## src/rtl/css420_queue.sv

```systemverilog
module css420_queue #(
    parameter int DATA_W = 8,
    parameter int DEPTH  = 4
) (
    input  logic              i_clk,
    input  logic              i_rst_n,
    input  logic              i_push,
    input  logic [DATA_W-1:0] i_data,
    output logic              o_full,
    input  logic              i_pop,
    output logic              o_valid,
    output logic [DATA_W-1:0] o_data
);

    localparam int PTR_W = (DEPTH > 1) ? $clog2(DEPTH) : 1;
    localparam int CNT_W = $clog2(DEPTH + 1);

    logic [DATA_W-1:0] r_mem [DEPTH];
    logic [PTR_W-1:0]  r_wr, r_rd;
    logic [CNT_W-1:0]  r_count;
    logic              do_push, do_pop;

    assign o_full  = r_count == CNT_W'(DEPTH);
    assign o_valid = r_count != '0;
    assign o_data  = r_mem[r_rd];
    assign do_push = i_push && !o_full;
    assign do_pop  = i_pop && o_valid;

    always_ff @(posedge i_clk) begin
        if (do_push) r_mem[r_wr] <= i_data;
    end

    always_ff @(posedge i_clk) begin
        if (!i_rst_n) begin
            r_wr    <= '0;
            r_rd    <= '0;
            r_count <= '0;
        end else begin
            if (do_push) r_wr <= (r_wr == PTR_W'(DEPTH - 1)) ? '0 : r_wr + PTR_W'(1);
            if (do_pop)  r_rd <= (r_rd == PTR_W'(DEPTH - 1)) ? '0 : r_rd + PTR_W'(1);
            case ({do_push, do_pop})
                2'b10:   r_count <= r_count + CNT_W'(1);
                2'b01:   r_count <= r_count - CNT_W'(1);
                default: ;
            endcase
        end
    end

endmodule

```

## config.mk

```make
export PLATFORM = sky130hd
export DESIGN_NAME = css420_queue
export DESIGN_NICKNAME = d
export VERILOG_FILES = /design/src/rtl/css420_queue.sv
export SDC_FILE = /design/constraint.sdc
export NUM_CORES = 1
export LEC_CHECK = 0
export ABC_CLOCK_PERIOD_IN_PS = 2400
export BUFFER_PORTS_ARGS = -buffer_cell sky130_fd_sc_hd__buf_2
export CAP_MARGIN = 30
export CORE_UTILIZATION = 45
export CTS_BUF_LIST = sky130_fd_sc_hd__clkbuf_8 sky130_fd_sc_hd__clkbuf_16
export CTS_CLUSTER_DIAMETER = 100
export DETAILED_ROUTE_END_ITERATION = 16
export PLACE_DENSITY = 0.72
export SETUP_SLACK_MARGIN = 0.2
export SLEW_MARGIN = 20
export SYNTH_ARGS = -nofsm -noshare
export SYNTH_HDL_FRONTEND = slang
export SYNTH_SLANG_ARGS = --single-unit
```

## constraint.sdc

```tcl
create_clock -name i_clk -period 2.4 [get_ports i_clk]
set_input_delay 0.48 -clock i_clk [delete_from_list [all_inputs] [get_ports i_clk]]
set_output_delay 0.48 -clock i_clk [all_outputs]
set_load 0.01 [all_outputs]
```

* After elaboration in Yosys (flattened, before gate mapping) *
Memory sizes are Yosys's and may differ from the RTL's. A register that Yosys moved wholly into a read port is not among the register bits.
Cells that the tools add are included.
W data, S select, Z words.

cells by class
  $add $sub $neg = 4
  multipliers = 0
  div/mod/pow operators = 0
  magnitude comparators = 0
  equal/unequal tests = 5
  shifts and indexed selects = 0
  muxes and demuxes = 7
  bitwise gates (word level) = 0
  reductions and logical operators = 5

operator list
  operator               count
  $mux W2                4
  $eq A2 B2 Y1 const B   3
  $pmux W3 S2            1
  $add A2 B1 Y2 const B  2
  $add A3 B1 Y3 const B  1
  $eq A3 B3 Y1 const B   1
  $reduce_bool A3 Y1     1
  $sub A3 B1 Y3 const B  1
  $eq A2 B1 Y1 const B   1
  $logic_and A1 B1 Y1    2
  $mux W1                2
  $reduce_bool A2 Y1     1
  $logic_not A1 Y1       1

word-level totals
  register bits = 7
  bits in latches = 0
  memory bits (writable) = 32
  memory bits (read-only) = 0
  bits of input ports = 12
  word-level logic and storage cells = 25
  memories kept = 1

memories
  memory  depth  width  read ports  clocked after memory_dff  write ports  line  text
  r_mem   4      8      1           1                         1            18    logic [DATA_W-1:0] r_mem [DEPTH];

* Longest topological paths before layout *
  word-level depth = 5
  gate-level depth with buffers = 10
  mapped depth without buffers = 9

* Worst setup path after synthesis *
OpenSTA, ideal clock, no wires.

  path type = register -> register
  start point = reg r_count[2]
  end point = reg r_count[2]
  setup time = 0.076 ns
  arrival time = 2.027 ns
  required time = 2.324 ns
  slack = 0.298 ns
  cell stages (with the launch flop) = 11
  period minus slack after synthesis = 2.102 ns
  cell sequence = dfxtp_1 > nor3b_2 > nor2b_1 > buf_2 > inv_1 > ha_1 > inv_1 > fa_1 > xor2_1 > or3_1 > a21boi_0

between the ends
  cells in the longest elaborated chain, start to end = 5

RTL lines
  item                                                      line  text
  start: declaration                                        20    logic [CNT_W-1:0] r_count;
  start signal: assignment                                  42    2'b10: r_count <= r_count + CNT_W'(1);
  start signal: assignment                                  43    2'b01: r_count <= r_count - CNT_W'(1);
  $eq A3 B3 Y1 (*)                                          23    assign o_full = r_count == CNT_W'(DEPTH);
  named net o_full                                          9     output logic o_full,
  $logic_not A1 Y1 (*)                                      26    assign do_push = i_push && !o_full;
  $logic_and A1 B1 Y1 (*)                                   26
  $eq A2 B1 Y1 / $eq A2 B2 Y1 (equally long branches)       41    case ({do_push, do_pop})
  $pmux W3 S2 / $reduce_bool A2 Y1 (equally long branches)  --

The timed path passes the listed nets; every way through them passes the cells marked *.
A chain may end at the register's enable or synchronous reset.

* Worst setup path after layout *
  start point = reg r_count[0]
  end point = reg r_count[2]

between the ends
  cells in the longest elaborated chain, start to end = 5

RTL lines
  item                                                      line
  $eq A3 B3 Y1                                              23
  $logic_not A1 Y1                                          26
  $logic_and A1 B1 Y1                                       26
  $eq A2 B1 Y1 / $eq A2 B2 Y1 (equally long branches)       41
  $pmux W3 S2 / $reduce_bool A2 Y1 (equally long branches)  --

Several ways; a longest one is shown, not always the timed one.

==> run metrics <==
global-route wire length before repair 4.08 mm; number of global-route vias before repair 895; Core Region 3420 um2; post-synth cell types 21; IO Pins 22; syn_nets 117; placed instance area 1790 um2; CTS clk-pin slew, worst paths 80 ps; cell row count 21; fillcell total 292; CTS HTree Levels 2; met1 usage 16.1%; clock insertion delay at the later pin of the skew report 290 ps; GRT met3 Usage 6.57%; ys flop type edfxtp_1; Mapped Cells 98; Final WS setup 298 ps; Top cell by count, worst path inv_1; P&R area growth vs syn 16.6%; vias per cell 5.07; fin nets 141; DRT Pass-1 Iters 4; Final Critical Period 2100 ps; IO Port Bufs 21; clock share of power 27.2%; chip width 62.5 um; met2 usage 25.8%; global-route layer with the greatest usage met2; startpoint types flip-flop; drt wl/cell 15.2 um; number of DRC markers in iteration 0 39; fin crit share 87.6%; CP Max Fanout 7; Syn. warnings 0; commonest non-fill, non-tap cells in the layout edfxtp_1 (32), buf_2 (21), mux4_2 (8); Fmax achieved 476 MHz; post-cts sizing count 1; Rel. slew slack 68.6%; leakage power 0.695 nW; most common cell after layout, fill and taps aside edfxtp_1; Post-Layout Inst Area 1920 um2; CTS tree yes; status complete, no violations; max-slew violations 0; largest net degree at the start of global routing 14; slowest cell on the critical path dfxtp_1; worst hold path type input port to flip-flop; RSZ-0062 raised after global routing no; Residual DRC 0; ANT cells 0; layout cells sized above 1 34.1%; dpl hpwl 1.73 mm; die area 3900 um2; WL final 2.57 mm; CTS Hold Bufs 0; CP max stage delay 380 ps; Chip Height 62.5 um; Initial Util 48.2%; Post-synth EDFFs 32; Crit path arrival time 2300 ps; Post-Synthesis Cell Area 1650 um2; Critical Path RT 2600 ps; final hold violation count 0; post-CTS setup buffer count 0; Finished Core Util 56.2%; Routed Antenna Nets 0; Seq cells post-synth 41; Comb power frac 23.1%; Finish-stage setup viols 0; cell-internal power 1.42 mW; register share of total power 49.7%; Max-cap violations 0; Seq/Total Area, Yosys 69.4%; Num CTS Buffers 5; post-place setup slack 209 ps; antenna violations before repair 0; CP bufs+invs 2; routed vias 856; Synth Area per Inst 16.8 um2; clk root buf clkbuf_8; total grt overflow 0; crit-path leading delay family simple AND/OR/NAND/NOR gates; Sw Share 27.0%; worst-path cell chain nor3b_4 -> nor2b_2 -> inv_1 -> ha_1 -> inv_1 -> fa_1 -> xor2_1 -> or3_1 -> a21boi_0; asr flop ratio synth 0%; clock skew 7.64 ps; GRT Total Usage 14.8%; CTS Sinks 41; Worst-Margin Slew 471 ps; peak supply drop 0.000528 V; Psw 0.523 mW; GPL Wtd Cong 0.715; PD cells 1010 nW/um2; Crit Path Category flip-flop to flip-flop; TNS Setup 0 ps; CP endpoint kind flip-flop; Max clock buf depth 2
## path summary, 6_finish.rpt
kind,from,slack [ps],endpoint,depth (start not counted)
setup / recovery,r_count[0]$_SDFFE_PN0P_,300,r_count[2]$_SDFFE_PN0P_,9
hold / removal,i_data[0],410,r_mem[3][0]$_DFFE_PP_,1
hold reg to reg,r_wr[1]$_SDFFE_PN0P_,510,r_wr[1]$_SDFFE_PN0P_,2
setup reg to reg,r_count[0]$_SDFFE_PN0P_,300,r_count[2]$_SDFFE_PN0P_,9
## layer usage
metal | vias to the layer above | part of all wire [%]
li1 | 404 | -
met1 | 425 | 44
met2 | 23 | 50
met3 | 4 | 5.0
met4 | 0 | 1.2
met5 | - | 0
## power groups by stage
stage	logic [mW]	clock network (mW)	registers [mW]
2_1_floorplan	0.351	0	0.917
3_3_place_gp	0.419	0	0.968
3_5_place_dp	0.445	0	0.974
4_1_cts	0.447	0.538	0.960
5_1_grt	0.492	0.566	0.981
6_report	0.448	0.528	0.964
## cell usage after synthesis (all sizes together), types with 2 or more instances
| library cell | n | area (um2) |
|---|---|---|
| dfxtp | 9 | 180 |
| or3 | 2 | 12.5 |
| mux4 | 8 | 180 |
| nand3 | 2 | 10.0 |
| clkbuf | 2 | 7.51 |
| o21ai | 4 | 20.0 |
| buf | 2 | 10.0 |
| inv | 7 | 26.3 |
| edfxtp | 32 | 961 |
| mux2i | 2 | 20.0 |
| nand2 | 7 | 26.3 |
| ha | 6 | 75.1 |
| nor2 | 2 | 7.51 |
| and2 | 6 | 37.5 |
## worst register-to-register path: cells and delay by family, from the launching register on
family          cells  cell delay [ps]
compound gates      1              170
xor+xnor            1              160
fa+ha+maj           2              550
buf+inv             2              140
flops               1              380
simple gates        3              630
## cells by family after synthesis
group	share of synthesized area, %
compound gates	2.13
xor+xnor	1.06
fa+ha+maj	5.78
buf+inv	2.66
flops	69.4
mux	12.2
simple gates	6.84
## registers in the layout, summed over array words and instances (netlist names), named ones only
signal,flops
r_mem,32
r_count,3
r_rd,2
r_wr,2
## final cells by class
class	instances	area, um2	area share, %
flip-flops and latches	41	1140	59.7
inverters	7	26.3	1.37
repair buffers	21	105	5.48
multi-input cells	46	474	24.7
well taps	46	57.6	3.00
clock inverters	3	41.3	2.15
clock buffers	5	68.8	3.59
## through the flow
step	power (mW)	hold slack, ps	std cells
after floorplan	1.27	468	98
after detailed placement	1.42	507	161
after global routing	2.04	394	169
after global placement	1.39	485	161
after CTS	1.94	402	169
final	1.94	406	169
Power figures use the tool's default switching activity.
